[src/sv/wet_pkg.sv]
// Package: sizes, codes, types and control/status structs of the weighted edge table.
`timescale 1ns / 1ps

package wet_pkg;

	localparam int NODES       = 32;
	localparam int NODE_W      = 5;
	localparam int WEIGHT_BITS = 24;
	localparam int FRAC_BITS   = 8;
	localparam int MEM_DEPTH   = NODES * NODES;
	localparam int ADDR_W      = $clog2(MEM_DEPTH);

	localparam logic [WEIGHT_BITS-1:0] ONE_WEIGHT = WEIGHT_BITS'(1 << FRAC_BITS);

	// opcodes
	localparam logic [2:0] OP_INC    = 3'd0;
	localparam logic [2:0] OP_DEC    = 3'd1;
	localparam logic [2:0] OP_QUERY  = 3'd2;
	localparam logic [2:0] OP_SET    = 3'd3;
	localparam logic [2:0] OP_RMNODE = 3'd4;
	localparam logic [2:0] OP_LIST   = 3'd5;

	// status codes
	localparam logic [1:0] ST_OK      = 2'd0;
	localparam logic [1:0] ST_MISSING = 2'd1;
	localparam logic [1:0] ST_SAME    = 2'd2;

	typedef struct packed {
		logic                   present;
		logic [WEIGHT_BITS-1:0] weight;
	} word_t;

	typedef struct packed {
		logic [1:0]             status;
		logic                   removed;
		logic                   exists;
		logic [WEIGHT_BITS-1:0] weight;
		logic [NODE_W-1:0]      neighbor;
		logic                   neighbor_valid;
		logic                   last;
	} result_t;

	typedef enum logic [3:0] {
		S_CLR, S_IDLE, S_DISP, S_RD, S_CHK, S_WR1, S_WR2,
		S_RM1, S_RM2, S_LRD, S_LCK, S_LDEC, S_LEND, S_RSP
	} state_t;

	typedef enum logic [2:0] {
		A_AB, A_BA, A_AN, A_NA, A_CNT
	} asel_t;

	typedef enum logic [1:0] {
		O_RESP, O_PEND_MID, O_PEND_END
	} osel_t;

	typedef struct packed {
		logic  item_load;
		logic  chk;
		logic  cnt_clr;
		logic  cnt_inc;
		asel_t asel;
		logic  mem_we;
		logic  wzero;
		logic  lck;
		logic  pend_clr;
		logic  pend_load;
		logic  out_ld;
		osel_t osel;
	} ctl_cmd_t;

	typedef struct packed {
		logic resp_only;
		logic is_rm;
		logic is_list;
		logic wr_needed;
		logic cnt_last;
		logic clr_last;
		logic hit;
		logic pend_v;
		logic out_busy;
	} dp_stat_t;

endpackage

[src/sv/wet_ctrl.sv]
// Controller: state machine sequencing clear, updates, node removal and neighbor listing.
`timescale 1ns / 1ps

module wet_ctrl import wet_pkg::*; (
	input  logic     clk,
	input  logic     arst_n,
	input  logic     req_valid,
	output logic     req_ready,
	input  dp_stat_t stat,
	output ctl_cmd_t cmd,
	output state_t   state
);

	state_t state_q, state_d;
	logic   adv;

	assign state = state_q;
	assign adv = !stat.hit || !stat.pend_v || !stat.out_busy;

	always_ff @(posedge clk or negedge arst_n) begin
		if (!arst_n) begin
			state_q <= S_CLR;
		end else begin
			state_q <= state_d;
		end
	end

	// next state
	always_comb begin
		state_d = state_q;
		case (state_q)
			S_CLR: begin
				if (stat.clr_last) state_d = S_IDLE;
			end
			S_IDLE: begin
				if (req_valid) state_d = S_DISP;
			end
			S_DISP: begin
				if (stat.resp_only) state_d = S_RSP;
				else if (stat.is_rm) state_d = S_RM1;
				else if (stat.is_list) state_d = S_LRD;
				else state_d = S_RD;
			end
			S_RD:  state_d = S_CHK;
			S_CHK: state_d = stat.wr_needed ? S_WR1 : S_RSP;
			S_WR1: state_d = S_WR2;
			S_WR2: state_d = S_RSP;
			S_RM1: state_d = S_RM2;
			S_RM2: state_d = stat.cnt_last ? S_RSP : S_RM1;
			S_LRD: state_d = S_LCK;
			S_LCK: state_d = S_LDEC;
			S_LDEC: begin
				if (adv) state_d = stat.cnt_last ? S_LEND : S_LRD;
			end
			S_LEND: begin
				if (!stat.out_busy) state_d = S_IDLE;
			end
			S_RSP: begin
				if (!stat.out_busy) state_d = S_IDLE;
			end
			default: state_d = S_IDLE;
		endcase
	end

	// outputs
	always_comb begin
		cmd = '0;
		cmd.asel = A_CNT;
		cmd.osel = O_RESP;
		req_ready = 1'b0;
		case (state_q)
			S_CLR: begin
				cmd.mem_we  = 1'b1;
				cmd.wzero   = 1'b1;
				cmd.cnt_inc = 1'b1;
			end
			S_IDLE: begin
				req_ready = 1'b1;
				cmd.item_load = req_valid;
			end
			S_DISP: begin
				cmd.cnt_clr  = 1'b1;
				cmd.pend_clr = 1'b1;
			end
			S_RD: cmd.asel = A_AB;
			S_CHK: cmd.chk = 1'b1;
			S_WR1: begin
				cmd.asel   = A_AB;
				cmd.mem_we = 1'b1;
			end
			S_WR2: begin
				cmd.asel   = A_BA;
				cmd.mem_we = 1'b1;
			end
			S_RM1: begin
				cmd.asel   = A_AN;
				cmd.mem_we = 1'b1;
				cmd.wzero  = 1'b1;
			end
			S_RM2: begin
				cmd.asel    = A_NA;
				cmd.mem_we  = 1'b1;
				cmd.wzero   = 1'b1;
				cmd.cnt_inc = 1'b1;
			end
			S_LRD: cmd.asel = A_AN;
			S_LCK: cmd.lck = 1'b1;
			S_LDEC: begin
				if (adv) begin
					cmd.cnt_inc   = 1'b1;
					cmd.pend_load = stat.hit;
					cmd.out_ld    = stat.hit && stat.pend_v;
					cmd.osel      = O_PEND_MID;
				end
			end
			S_LEND: begin
				cmd.out_ld = !stat.out_busy;
				cmd.osel   = O_PEND_END;
			end
			S_RSP: begin
				cmd.out_ld = !stat.out_busy;
				cmd.osel   = O_RESP;
			end
			default: begin
				cmd.asel = A_CNT;
			end
		endcase
	end

endmodule

[config.mk]
export PLATFORM = sky130hd
export DESIGN_NAME = wet_ctrl
export DESIGN_NICKNAME = d
export VERILOG_FILES = /design/src/sv/wet_pkg.sv /design/src/sv/wet_ctrl.sv
export SDC_FILE = /design/constraint.sdc
export NUM_CORES = 1
export LEC_CHECK = 0
export BUFFER_PORTS_ARGS = -buffer_cell sky130_fd_sc_hd__buf_2
export CORE_AREA = 4 4 41 43
export CTS_CLUSTER_SIZE = 24
export DETAILED_ROUTE_END_ITERATION = 10
export DIE_AREA = 0 0 45 47
export PLACE_DENSITY_LB_ADDON = 0.25
export SLEW_MARGIN = 10
export SYNTH_ARGS = -nofsm -noshare
export SYNTH_HDL_FRONTEND = slang
export SYNTH_SLANG_ARGS = --single-unit
[constraint.sdc]
create_clock -name clk -period 2.2 [get_ports clk]
set_clock_uncertainty 0.2 [all_clocks]
set_input_delay 0.22 -clock clk [delete_from_list [all_inputs] [get_ports clk]]
set_output_delay 0.22 -clock clk [all_outputs]
set_load 0.005 [all_outputs]
==> out/metrics.csv <==
stage,metric,value,unit
outcome,outcome,"finished, final reports clean",
drt,drt_iter0_drc,23,
clock_network,postCtsHoldBufs,1,
logic_synthesis,synth_commonest_cells,"nor2_1 (9), nand2_1 (7), a21oi_1 (5)",
finish,drive_gt1_frac,0.415,
clock_network,cts_setup_buffers,0,
sta,setup_tns,0,ns
clock_network,clockBufferDepth,2,
drt,ant_nets,0,
critical_path,slowest_stage,dfrtp_1,
hold_path,hp-class,in -> reg,
logic_synthesis,synth_seq_cells,4,
clock_network,path_clk_slew,0.04,ns
clock_network,cts_buffers,3,
sta,slew_viol_final,0,
drt,wl,1670,um
hold_path,hp-start,stat[0],
grt,grt-ovfl-total,0,
sta,worst_slew_pin_slew,0.397,ns
die,die_w,45,um
logic_synthesis,synth-edff-count,0,
logic_synthesis,syn_inst,74,
hold_path,min_to,state[2],
grt,antenna_found_initial,0,
sta,min_period,1.98,ns
critical_path,critPathLaunchType,register,
sta,final_hold_viol_count,0,
logic_synthesis,ys_seq_area_frac,0.191,
logic_synthesis,synth-async-reset-ratio,1.00,
critical_path,path_buf_inv,1,
logic_synthesis,yosysWarnings,0,
drt,wl_met1,722,um
logic_synthesis,synthFlopType,dfrtp_1,
die,die-height,47,um
finish,fill_cells,134,
logic_synthesis,syn_nets,86,
drt,wl_met2,794,um
critical_path,path_cells,or2b_1 -> nor3_1 -> o21bai_1 -> buf_2,
logic_synthesis,netlist_top_cells_area,"dfrtp_1 (19%), nor2_1 (6.5%), nand2_1 (5.0%)",
sta,rsz0062_at_grt,no,
logic_synthesis,syn_area,523,um^2
die,die_area,2120,um^2
logic_synthesis,synth_cell_type_count,36,
grt,grt_usage,0.167,
die,start_util,0.402,
logic_synthesis,yosysTopAreaCell,dfrtp_1,
clock_network,cts-root-buf,clkbuf_4,
clock_network,htreeDepth,1,
pwr,power.leakage,0.000378,uW
placed_design,dp.final_hpwl,1260,um
sta,clock.fmax,504,MHz
die,core_area,1300,um^2
clock_network,clk_latency,0.24,ns
placed_design,dp_cells,117,
finish,antennaDiodeCount,0,
drt,drt-pass1-iter-count,4,
finish,largest_reg_flops,4,
finish,final_cells,121,
pwr,power_density,1460,nW/um^2
clock_network,cts_sinks,4,
critical_path,critPathKind,reg -> out,
critical_path,path_max_fanout,6,
logic_synthesis,avgSynthCellArea,7.07,um^2
hold_path,hold_depth,2,
grt,grt_pass1_wl,2570,um
sta,finalCritPeriodShare,0.902,
finish,syn2layout_area_growth,38.5,%
sta,finalSetupViolations,0,
grt,grt_max_degree,17,
job,drv_cap,0,
sta,max_slew_margin,0.732,
drt,wl_met3,107,um
die,rows,13,
placed_design,place.gp.congestion,0.843,
placed_design,port_buffers,31,
finish,nets,120,
critical_path,rr_endpoint,state[0],
critical_path,cpPeakStageDelay,0.41,ns
logic_synthesis,synth_most_common_cell,nor2_1,
die,ios,32,
grt,grt_pass1_vias,586,
clock_network,ctsResizeCount,0,
drt,viasPerCell,5.65,
critical_path,rr_startpoint,state[0],
pwr,irDropWorstVdd,0.679,mV
critical_path,worst-r2r-cell-count,4,
drt,drt-wirelength-per-cell,13.8,um
clock_network,cts_tree,done,
critical_path,required,1.78,ns
drt,highest_layer,met4,
critical_path,cp_top_family,simple AND/OR/NAND/NOR gates,
drt,drc,0,
critical_path,ff2ff_setup_slack,0.36,ns
critical_path,critPathCaptureType,output port,
critical_path,arrival,1.56,ns
logic_synthesis,synth_top_area_share,0.191,
drt,vias,684,
-- metrics by stage --
step | util | total power [uW] | hold WS (ns) | instance area [um^2] | worst slack (ns)
after CTS | 0.557 | 1050 | 0.0840 | 724 | 0.194
final | 0.557 | 1060 | 0.0857 | 724 | 0.216
after floorplan | - | 686 | -0.276 | 523 | 0.417
after global placement | 0.532 | 947 | -0.174 | 692 | 0.393
after global routing | 0.557 | 1150 | 0.0992 | 724 | 0.0345
after detailed placement | 0.532 | 954 | -0.169 | 692 | 0.370
-- final cells by class --
class	count	area, um^2	area share
Inverter	4	15.0	0.0207
Tap cell	15	18.8	0.0259
Clock buffer	3	22.5	0.0311
Sequential cell	4	100	0.138
Multi-Input combinational cell	59	373	0.515
Timing Repair Buffer	36	195	0.269
-- worst max path at each step --
stage                  start  cells past startpoint  endpoint
floorplan           state[3]                      4  state[0]
global placement    state[2]                      4  state[0]
detailed placement  state[2]                      4  state[0]
CTS                 state[2]                      4   cmd[11]
global route        state[2]                      4   cmd[11]
finish              state[2]                      4   cmd[11]
-- cell families (layout without fill, tap and decap cells) --
kind of cell / count (synthesis) / count (layout) / synth area share
and+or+nand+nor: 32 / 32 / 0.328
DFF: 4 / 4 / 0.191
buffers and inverters: 11 / 43 / 0.0957
AOI/OAI and AO/OA: 26 / 26 / 0.356
muxes: 1 / 1 / 0.0287
-- metal layers --
layer,up-vias,GRT usage
met5,-,0
met4,0,0.105
met3,4,0.0230
met2,30,0.274
met1,312,0.207
li1,338,-
-- power by group --
part | internal [uW] | total [uW] | switching, uW
Combinational | 371 | 805 | 434
Clock | 61.3 | 95.0 | 33.7
Sequential | 113 | 158 | 44.8
Total | 546 | 1060 | 512
-- layout by cell type (no fill, tap or decap), types with 2 or more instances in the layout --
cell	instances
nand2b_1	2
o21ai_0	3
nor3_1	2
a22o_1	2
and2_1	2
buf_2	31
nor2_1	9
nor2b_1	2
inv_1	4
o31ai_1	2
a21oi_1	5
clkbuf_4	3
nand2_1	7
dfrtp_1	4
o22ai_1	3
buf_4	4
Power figures use the tool's default switching activity.
